**src/rtl/ufcq_pkg.sv**
```systemverilog
package ufcq_pkg;

  localparam int UFCQ_MAX_NODES   = 1024;
  localparam int UFCQ_WEIGHT_BITS = 16;

  localparam int NODE_W      = 10;
  localparam int NUM_NODES_W = 11;

  localparam logic [NUM_NODES_W-1:0] NUM_NODES_RST = 11'd1024;

  localparam logic REQ_EDGE  = 1'b0;
  localparam logic REQ_QUERY = 1'b1;

  typedef enum logic [1:0] {
    CUR_HOLD,
    CUR_A,
    CUR_B,
    CUR_PARENT
  } cur_sel_e;

  typedef enum logic [2:0] {
    WR_NONE,
    WR_CLEAR,
    WR_COMP,
    WR_SMALL,
    WR_BIG,
    WR_SAME
  } wr_sel_e;

  typedef struct packed {
    logic     item_load;
    logic     rd_en;
    cur_sel_e cur_sel;
    wr_sel_e  wr_sel;
    logic     save_ra;
    logic     save_rb;
    logic     side_b;
    logic     out_load;
  } cmd_t;

  typedef struct packed {
    logic clr_last;
    logic item_bad;
    logic item_query;
    logic rd_root;
    logic comp_go;
    logic roots_equal;
    logic out_free;
  } sts_t;

endpackage

```
**src/rtl/ufcq_ctrl.sv**
```systemverilog
module ufcq_ctrl import ufcq_pkg::*; (
  input  logic clk_i,
  input  logic rst_ni,
  input  logic in_valid_i,
  output logic in_stall_o,
  input  sts_t sts_i,
  output cmd_t cmd_o
);

  typedef enum logic [3:0] {
    S_CLEAR,
    S_IDLE,
    S_CHECK,
    S_FA_RD,
    S_FA_EV,
    S_CA_RD,
    S_CA_EV,
    S_FB_RD,
    S_FB_EV,
    S_CB_RD,
    S_CB_EV,
    S_APPLY,
    S_MERGE,
    S_EMIT
  } state_e;

  state_e state_q, state_d;

  always_ff @(posedge clk_i or negedge rst_ni) begin
    if (!rst_ni) begin
      state_q <= S_CLEAR;
    end else begin
      state_q <= state_d;
    end
  end

  always_comb begin
    state_d           = state_q;
    cmd_o             = '0;
    cmd_o.cur_sel     = CUR_HOLD;
    cmd_o.wr_sel      = WR_NONE;
    case (state_q)
      S_CLEAR: begin
        cmd_o.wr_sel = WR_CLEAR;
        if (sts_i.clr_last) begin
          state_d = S_IDLE;
        end
      end
      S_IDLE: begin
        if (in_valid_i) begin
          cmd_o.item_load = 1'b1;
          state_d         = S_CHECK;
        end
      end
      S_CHECK: begin
        if (sts_i.item_bad) begin
          state_d = S_EMIT;
        end else begin
          cmd_o.cur_sel = CUR_A;
          state_d       = S_FA_RD;
        end
      end
      S_FA_RD: begin
        cmd_o.rd_en = 1'b1;
        state_d     = S_FA_EV;
      end
      S_FA_EV: begin
        if (sts_i.rd_root) begin
          cmd_o.save_ra = 1'b1;
          cmd_o.cur_sel = CUR_A;
          state_d       = S_CA_RD;
        end else begin
          cmd_o.cur_sel = CUR_PARENT;
          state_d       = S_FA_RD;
        end
      end
      S_CA_RD: begin
        cmd_o.rd_en = 1'b1;
        state_d     = S_CA_EV;
      end
      S_CA_EV: begin
        if (sts_i.comp_go) begin
          cmd_o.wr_sel  = WR_COMP;
          cmd_o.cur_sel = CUR_PARENT;
          state_d       = S_CA_RD;
        end else begin
          cmd_o.cur_sel = CUR_B;
          state_d       = S_FB_RD;
        end
      end
      S_FB_RD: begin
        cmd_o.rd_en = 1'b1;
        state_d     = S_FB_EV;
      end
      S_FB_EV: begin
        if (sts_i.rd_root) begin
          cmd_o.save_rb = 1'b1;
          cmd_o.cur_sel = CUR_B;
          state_d       = S_CB_RD;
        end else begin
          cmd_o.cur_sel = CUR_PARENT;
          state_d       = S_FB_RD;
        end
      end
      S_CB_RD: begin
        cmd_o.rd_en  = 1'b1;
        cmd_o.side_b = 1'b1;
        state_d      = S_CB_EV;
      end
      S_CB_EV: begin
        cmd_o.side_b = 1'b1;
        if (sts_i.comp_go) begin
          cmd_o.wr_sel  = WR_COMP;
          cmd_o.cur_sel = CUR_PARENT;
          state_d       = S_CB_RD;
        end else begin
          state_d = S_APPLY;
        end
      end
      S_APPLY: begin
        if (sts_i.item_query) begin
          state_d = S_EMIT;
        end else if (sts_i.roots_equal) begin
          cmd_o.wr_sel = WR_SAME;
          state_d      = S_IDLE;
        end else begin
          cmd_o.wr_sel = WR_SMALL;
          state_d      = S_MERGE;
        end
      end
      S_MERGE: begin
        cmd_o.wr_sel = WR_BIG;
        state_d      = S_IDLE;
      end
      S_EMIT: begin
        if (sts_i.out_free) begin
          cmd_o.out_load = 1'b1;
          state_d        = S_IDLE;
        end
      end
      default: begin
        state_d = S_CLEAR;
      end
    endcase
  end

  assign in_stall_o = (state_q != S_IDLE);

endmodule

```
**config.mk**
```make
export PLATFORM = sky130hd
export DESIGN_NAME = ufcq_ctrl
export DESIGN_NICKNAME = d
export VERILOG_FILES = /design/src/rtl/ufcq_pkg.sv /design/src/rtl/ufcq_ctrl.sv
export SDC_FILE = /design/constraint.sdc
export NUM_CORES = 1
export LEC_CHECK = 0
export BUFFER_PORTS_ARGS = -buffer_cell sky130_fd_sc_hd__buf_4
export CORE_AREA = 2 2 39 41
export DETAILED_ROUTE_END_ITERATION = 10
export DIE_AREA = 0 0 41 43
export PLACE_DENSITY = 0.7
export SYNTH_ARGS = -nofsm -noshare
export SYNTH_HDL_FRONTEND = slang
export SYNTH_SLANG_ARGS = --single-unit
```
**constraint.sdc**
```tcl
create_clock -name clk_i -period 4.5 [get_ports clk_i]
set_input_delay 0.45 -clock clk_i [delete_from_list [all_inputs] [get_ports clk_i]]
set_output_delay 0.45 -clock clk_i [all_outputs]
set_load 0.05 [all_outputs]
```
==> impl_metrics.json, run 1 <==
{
  "grt_pass1_wl_mm": 2.26,
  "fin_hold_ws_ns": 0.548,
  "synth.largest_area_cell": "sky130_fd_sc_hd__dfrtp_1",
  "proportion_of_power_drawn_by_the_clock_network_pct": 8.4,
  "cts_buffers": 3,
  "rows": 14,
  "outcome": "complete, no violations",
  "die-height_um": 43,
  "first_iter_violations": 11,
  "regMostFlops": "state_q",
  "fin_crit_sh_pct": 49.0,
  "postSynth.asyncResetShare_pct": 100,
  "seq_area_um2": 100,
  "place_congestion": 0.866,
  "synth.cells.most_frequent": "16 x sky130_fd_sc_hd__nor2_1, 7 x sky130_fd_sc_hd__nor2b_1, 6 x sky130_fd_sc_hd__buf_2",
  "pwr-share-comb_pct": 70.4,
  "grt_pass1_vias": 506,
  "number_of_i_o_pins": 22,
  "ys.warnings.count": 0,
  "criticalPathCategory": "flip-flop to primary output",
  "postCtsSetupRepairBufs": 0,
  "yosys.cell_count.top_type": "sky130_fd_sc_hd__nor2_1",
  "largest_reg_flops": 4,
  "antenna_found_initial": 0,
  "synthesis.instances": 81,
  "synth.avg_cell_area_um2": 6.75,
  "power.switching_uw": 290,
  "worst_skew_pair.late_latency_ns": 0.23,
  "placement.setup.worst_slack_ns": 2.52,
  "finClkSkew_ns": 0.00271,
  "fp.dieArea_um2": 1760,
  "synth-edff-count": 0,
  "ys_seq_elements": 4,
  "final.min_clock_period_ns": 2.20,
  "drtAntennaViolNets": 0,
  "sw_frac_of_total_pct": 56.9,
  "syn-num-nets": 91,
  "die-width_um": 41,
  "drv.max_cap_violation_count": 0,
  "portBuffers": 21,
  "drive_above_1_share_pct": 28.3,
  "design.final.nets": 111,
  "multi_input_area_um2": 402,
  "total_leakage_power_uw": 0.000330,
  "area.growth.synth_to_final_pct": 32.3,
  "finalSetupViolCount": 0,
  "cp.required_ns": 4.05,
  "hold_viol": 0,
  "power.total_uw": 510,
  "slew_headroom_pct": 64.9,
  "max_freq_ghz": 0.454,
  "grt_overflow_total": 0,
  "wl_per_cell_um": 11.5,
  "number_of_inserted_filler_cells_in_the_final_layout": 136,
  "p_seq_share_pct": 21.3,
  "drcViolationCount": 0,
  "rsz0062_at_grt": "false",
  "ys_types": 29,
  "cts_max_level": 1,
  "netlist_area_um2": 547,
  "groute.usage.overall_pct": 18.8,
  "finalMaxSlewViolations": 0,
  "cts-resized-gates": 0,
  "clockBufferDepth": 2,
  "netlist.area_leader.share_pct": 18.3,
  "critPathLaunchType": "flip-flop",
  "synth_flop_cell": "sky130_fd_sc_hd__dfrtp_1",
  "post-place-cells": 111,
  "dpl.hpwl_um": 992,
  "path_clk_slew_ns": 0.04,
  "floorplan.initialDensity_pct": 39.5,
  "n_antenna_cell": 0,
  "totalNegativeSetupSlack_ns": 0,
  "vias_per_cell": 5.57,
  "irDropWorstVdd_v": 0.000425,
  "worstSetupEndpointType": "primary output",
  "yosysSeqAreaShare_pct": 18.3,
  "arrival_time_at_the_worst_endpoint_ns": 1.75,
  "intPower_uw": 220,
  "numClockSinks": 4,
  "drt_pre_antenna_iters": 4,
  "layout_top_registers": "state_q (4)",
  "tritoncts": "built",
  "synth_top_cells_by_area": "sky130_fd_sc_hd__dfrtp_1 18%, sky130_fd_sc_hd__nor2_1 11%, sky130_fd_sc_hd__nor2b_1 8.0%",
  "tightestPinTransition_ns": 0.527,
  "clock_tree.root_cell": "sky130_fd_sc_hd__clkbuf_4",
  "setup_ws_ns": 2.30,
  "grt_max_degree": 21,
  "worst_hold_path_type": "input port to flip-flop",
  "power_per_cell_area_nw_per_um2": 705,
  "fp.coreArea_um2": 1380,
  "wl_mm": 1.32,
  "via_count": 640,
  "crit_fanout": 19,
  "stdcell_count": 115
}
==> cell families after synthesis <==
family	synth area share [%]
AO/OA/AOI/OAI	28.1
buffers and inverters	8.24
AND/OR/NAND/NOR	42.6
multiplexers	2.75
flip-flops	18.3
==> timing repair <==
item	in CTS	in global routing
hold endpoints to repair	0	4
endpoints found under the setup margin	0	0
hold buffers	0	1
==> worst max-delay path, cell delays in order, from the launching register on <==
cell and delay [ns]:
sky130_fd_sc_hd__dfrtp_1 0.66, sky130_fd_sc_hd__nand2_1 0.20, sky130_fd_sc_hd__nor4b_1 0.27, sky130_fd_sc_hd__a21oi_1 0.07
sky130_fd_sc_hd__nor2b_1 0.12, sky130_fd_sc_hd__buf_4 0.20
==> per-layer routing <==
| metal | global-route usage, % | wire, um | vias to the layer above | share of wire [%] |
|---|---|---|---|---|
| li1 | - | - | 330 | - |
| met1 | 27.6 | 622 | 287 | 47 |
| met2 | 24.4 | 614 | 20 | 47 |
| met3 | 6.28 | 73 | 3 | 5.5 |
| met4 | 8.00 | 7 | 0 | 0.53 |
| met5 | 0 | 0 | - | 0 |
==> worst paths after layout <==
kind | endpoint | slack, ns | from | cells after the start
worst max-delay path | cmd_o[6] | 2.30 | state_q[0]$_DFFE_PN0P_ | 5
worst min-delay path | state_q[2]$_DFFE_PN0P_ | 0.55 | sts_i[5] | 3
worst max register to register | state_q[3]$_DFFE_PN0P_ | 2.79 | state_q[2]$_DFFE_PN0P_ | 4
worst min register to register | state_q[2]$_DFFE_PN0P_ | 0.83 | state_q[2]$_DFFE_PN0P_ | 1
max in group asynchronous | state_q[1]$_DFFE_PN0P_ | 3.84 | rst_ni | 2
min in group asynchronous | state_q[3]$_DFFE_PN0P_ | 0.56 | rst_ni | 2
==> cells in the final DEF, fill, tap and decap left out <==
cell type	count
sky130_fd_sc_hd__o311ai_0	1
sky130_fd_sc_hd__a211oi_2	1
sky130_fd_sc_hd__o21ba_2	1
sky130_fd_sc_hd__o32ai_1	1
sky130_fd_sc_hd__a311oi_1	1
sky130_fd_sc_hd__a21bo_2	1
sky130_fd_sc_hd__and2_1	1
sky130_fd_sc_hd__nand2b_1	3
sky130_fd_sc_hd__mux2_4	1
sky130_fd_sc_hd__o221ai_1	1
sky130_fd_sc_hd__nor3b_1	3
sky130_fd_sc_hd__nor4b_1	1
sky130_fd_sc_hd__nor3_1	4
sky130_fd_sc_hd__and3b_1	1
sky130_fd_sc_hd__dlygate4sd3_1	1
sky130_fd_sc_hd__o22a_1	2
sky130_fd_sc_hd__a31oi_1	2
sky130_fd_sc_hd__a21oi_1	3
sky130_fd_sc_hd__dfrtp_1	4
sky130_fd_sc_hd__buf_4	21
sky130_fd_sc_hd__clkbuf_4	3
sky130_fd_sc_hd__nor2b_1	7
sky130_fd_sc_hd__o211ai_1	1
sky130_fd_sc_hd__and3_1	3
sky130_fd_sc_hd__nand2_1	5
sky130_fd_sc_hd__a221oi_1	1
sky130_fd_sc_hd__o21ai_0	5
sky130_fd_sc_hd__or3_1	1
sky130_fd_sc_hd__nor2_1	16
sky130_fd_sc_hd__inv_1	3
==> per-stage QoR <==
step / area (um^2) / util, %
global placement: 691 / 49.9
floorplan: 547 / -
detailed placement: 691 / 49.9
finish: 723 / 52.3
CTS: 713 / 51.5
global route: 723 / 52.3
==> cell type report <==
cell class                      instances  share of cell area (%)
Inverter                                3                    1.56
Clock buffer                            3                    3.11
Tap cell                               16                    2.77
Timing Repair Buffer                   22                    23.2
Sequential cell                         4                    13.8
Multi-Input combinational cell         67                    55.5
==> power groups by stage <==
stage,Sequential (uW),Combinational (uW),Clock (uW)
6_report,108,359,42.8
5_1_grt,116,393,49.2
4_1_cts,108,361,44.2
3_5_place_dp,108,359,0
3_3_place_gp,108,357,0
2_1_floorplan,57.7,331,0
Note: power is estimated with default switching activity, not from simulation.
==> inputs of run 2 (changes only) <==
--- a/config.mk
+++ b/config.mk
@@ -6,10 +6,10 @@
 export NUM_CORES = 1
 export LEC_CHECK = 0
 export BUFFER_PORTS_ARGS = -buffer_cell sky130_fd_sc_hd__buf_4
-export CORE_AREA = 2 2 39 41
+export CORE_MARGIN = 2
+export CORE_UTILIZATION = 41
 export DETAILED_ROUTE_END_ITERATION = 10
-export DIE_AREA = 0 0 41 43
-export PLACE_DENSITY = 0.7
+export PLACE_DENSITY = 0.72
 export SYNTH_ARGS = -nofsm -noshare
 export SYNTH_HDL_FRONTEND = slang
 export SYNTH_SLANG_ARGS = --single-unit
==> constraint.sdc (replaced) <==
create_clock -name clk_i -period 2 [get_ports clk_i]
set_input_delay 0.2 -clock clk_i [delete_from_list [all_inputs] [get_ports clk_i]]
set_output_delay 0.2 -clock clk_i [all_outputs]
set_load 0.05 [all_outputs]
==> impl_metrics.json, run 2 (synthesis gave the netlist of run 1 again) <==
{
  "stdcell_count": 117,
  "place_congestion": 0.791,
  "max_freq_ghz": 0.552,
  "finalSetupViolCount": 0,
  "via_count": 661,
  "totalNegativeSetupSlack_ns": 0,
  "drv.max_cap_violation_count": 0,
  "critPathLaunchType": "flip-flop",
  "clock_tree.root_cell": "sky130_fd_sc_hd__clkbuf_4",
  "cts_max_level": 1,
  "cts_buffers": 3,
  "drcViolationCount": 0,
  "area.growth.synth_to_final_pct": 36.4,
  "number_of_inserted_filler_cells_in_the_final_layout": 129,
  "die-width_um": 40.5,
  "tightestPinTransition_ns": 0.404,
  "drive_above_1_share_pct": 31.4,
  "grt_max_degree": 20,
  "intPower_uw": 525,
  "antenna_found_initial": 0,
  "wl_per_cell_um": 12.2,
  "design.final.nets": 114,
  "criticalPathCategory": "flip-flop to primary output",
  "cp_cell_sequence": "buf_4 > nor2b_1 > o22a_1 > o21ai_1 > buf_4",
  "irDropWorstVdd_v": 0.000710,
  "clockBufferDepth": 2,
  "n_antenna_cell": 0,
  "power_per_cell_area_nw_per_um2": 1610,
  "portBuffers": 21,
  "grt_overflow_total": 0,
  "fp.coreArea_um2": 1270,
  "critical-path-max-stage-delay_ns": 0.49,
  "layout.cells.most_common": "sky130_fd_sc_hd__buf_4",
  "numClockSinks": 4,
  "layout_top_registers": "state_q (4)",
  "most-common-layout-cells": "24 x sky130_fd_sc_hd__buf_4, 16 x sky130_fd_sc_hd__nor2_1, 7 x sky130_fd_sc_hd__nor2b_1",
  "proportion_of_power_drawn_by_the_clock_network_pct": 8.6,
  "p_seq_share_pct": 18.5,
  "power.switching_uw": 676,
  "largest_reg_flops": 4,
  "die-height_um": 40.5,
  "rows": 13,
  "final.min_clock_period_ns": 1.81,
  "fin_crit_sh_pct": 90.6,
  "pwr-share-comb_pct": 73.0,
  "arrival_time_at_the_worst_endpoint_ns": 1.61,
  "number_of_i_o_pins": 22,
  "path_clk_slew_ns": 0.04,
  "tritoncts": "built",
  "timing.critical_path.mode_cell": "sky130_fd_sc_hd__buf_4",
  "post-place-cells": 113,
  "worst_skew_pair.late_latency_ns": 0.24,
  "rsz0062_at_grt": "false",
  "grt_pass1_vias": 504,
  "hold_viol": 0,
  "master_of_the_slowest_instance_on_the_critical_path": "sky130_fd_sc_hd__dfrtp_1",
  "drtAntennaViolNets": 0,
  "postCtsSetupRepairBufs": 0,
  "drt_pre_antenna_iters": 4,
  "wl_mm": 1.43,
  "floorplan.initialDensity_pct": 43.1,
  "sw_frac_of_total_pct": 56.3,
  "groute.usage.overall_pct": 18.4,
  "finalMaxSlewViolations": 0,
  "vias_per_cell": 5.65,
  "first_iter_violations": 24,
  "slew_headroom_pct": 72.9,
  "cp.required_ns": 1.80,
  "crit_fanout": 12,
  "dpl.hpwl_mm": 1.10,
  "total_leakage_power_uw": 0.000345,
  "outcome": "complete, no violations",
  "grt_pass1_wl_mm": 2.06,
  "finClkSkew_ns": 0.000464,
  "worst_hold_path_type": "input port to async pin",
  "fp.dieArea_um2": 1640,
  "worstSetupEndpointType": "primary output",
  "regMostFlops": "state_q"
}
## run 2: area by class of cell
type	instances	area, um^2	share of cell area [%]
clock buffers	3	22.5	3.02
inverters	3	11.3	1.51
multi-input cells	67	402	53.9
flip-flops and latches	4	101	13.6
well taps	15	18.8	2.52
repair buffers	25	190	25.5
## run 2: timing repair
item	4_1_cts	5_1_grt
hold buffers	1	0
hold endpoints to repair	4	0
endpoints found under the setup margin	0	2
gates resized for setup	0	1
## run 2: power by group through the flow
stage | clock (uW) | combinational, uW | sequential (uW)
final | 103 | 876 | 222
after global routing | 108 | 947 | 230
after CTS | 103 | 879 | 214
after detailed placement | 0 | 875 | 216
after global placement | 0 | 866 | 217
after floorplan | 0 | 747 | 130
## run 2: path summary, 6_finish.rpt
kind | from | to | slack [ns] | cells after the start
setup / recovery | state_q[1]$_DFFE_PN0P_ | cmd_o[7] | 0.19 | 5
hold / removal | rst_ni | state_q[1]$_DFFE_PN0P_ | 0.29 | 2
setup reg to reg | state_q[1]$_DFFE_PN0P_ | state_q[3]$_DFFE_PN0P_ | 0.31 | 4
hold reg to reg | state_q[0]$_DFFE_PN0P_ | state_q[0]$_DFFE_PN0P_ | 0.79 | 1
max in group asynchronous | rst_ni | state_q[0]$_DFFE_PN0P_ | 1.59 | 2
min in group clk_i | sts_i[5] | state_q[2]$_DFFE_PN0P_ | 0.30 | 3
## run 2: layer usage
| metal | routed length (um) | global-route usage [%] |
|---|---|---|
| met5 | 0 | 0 |
| met4 | 10 | 5.00 |
| met3 | 106 | 2.22 |
| met2 | 664 | 30.2 |
| met1 | 651 | 24.9 |
## run 2: critical path: cells and delay by family, from the launching register on
family          cells  cell delay (ns)
compound gates      2             0.31
simple gates        1             0.14
flops               1             0.49
buf+inv             2             0.43
## run 2: stage by stage
step                      worst slack (ns)  util (%)  area [um^2]  total power [uW]  hold WS (ns)
after floorplan                     0.0466         -          547               877       -0.0956
after global placement               0.317      56.1          712              1080      -0.00405
after detailed placement             0.281      56.1          712              1090      -0.00231
after CTS                           0.0366      58.7          744              1200         0.293
after global routing                0.0774      58.8          746              1290         0.299
final                                0.188      58.8          746              1200         0.295
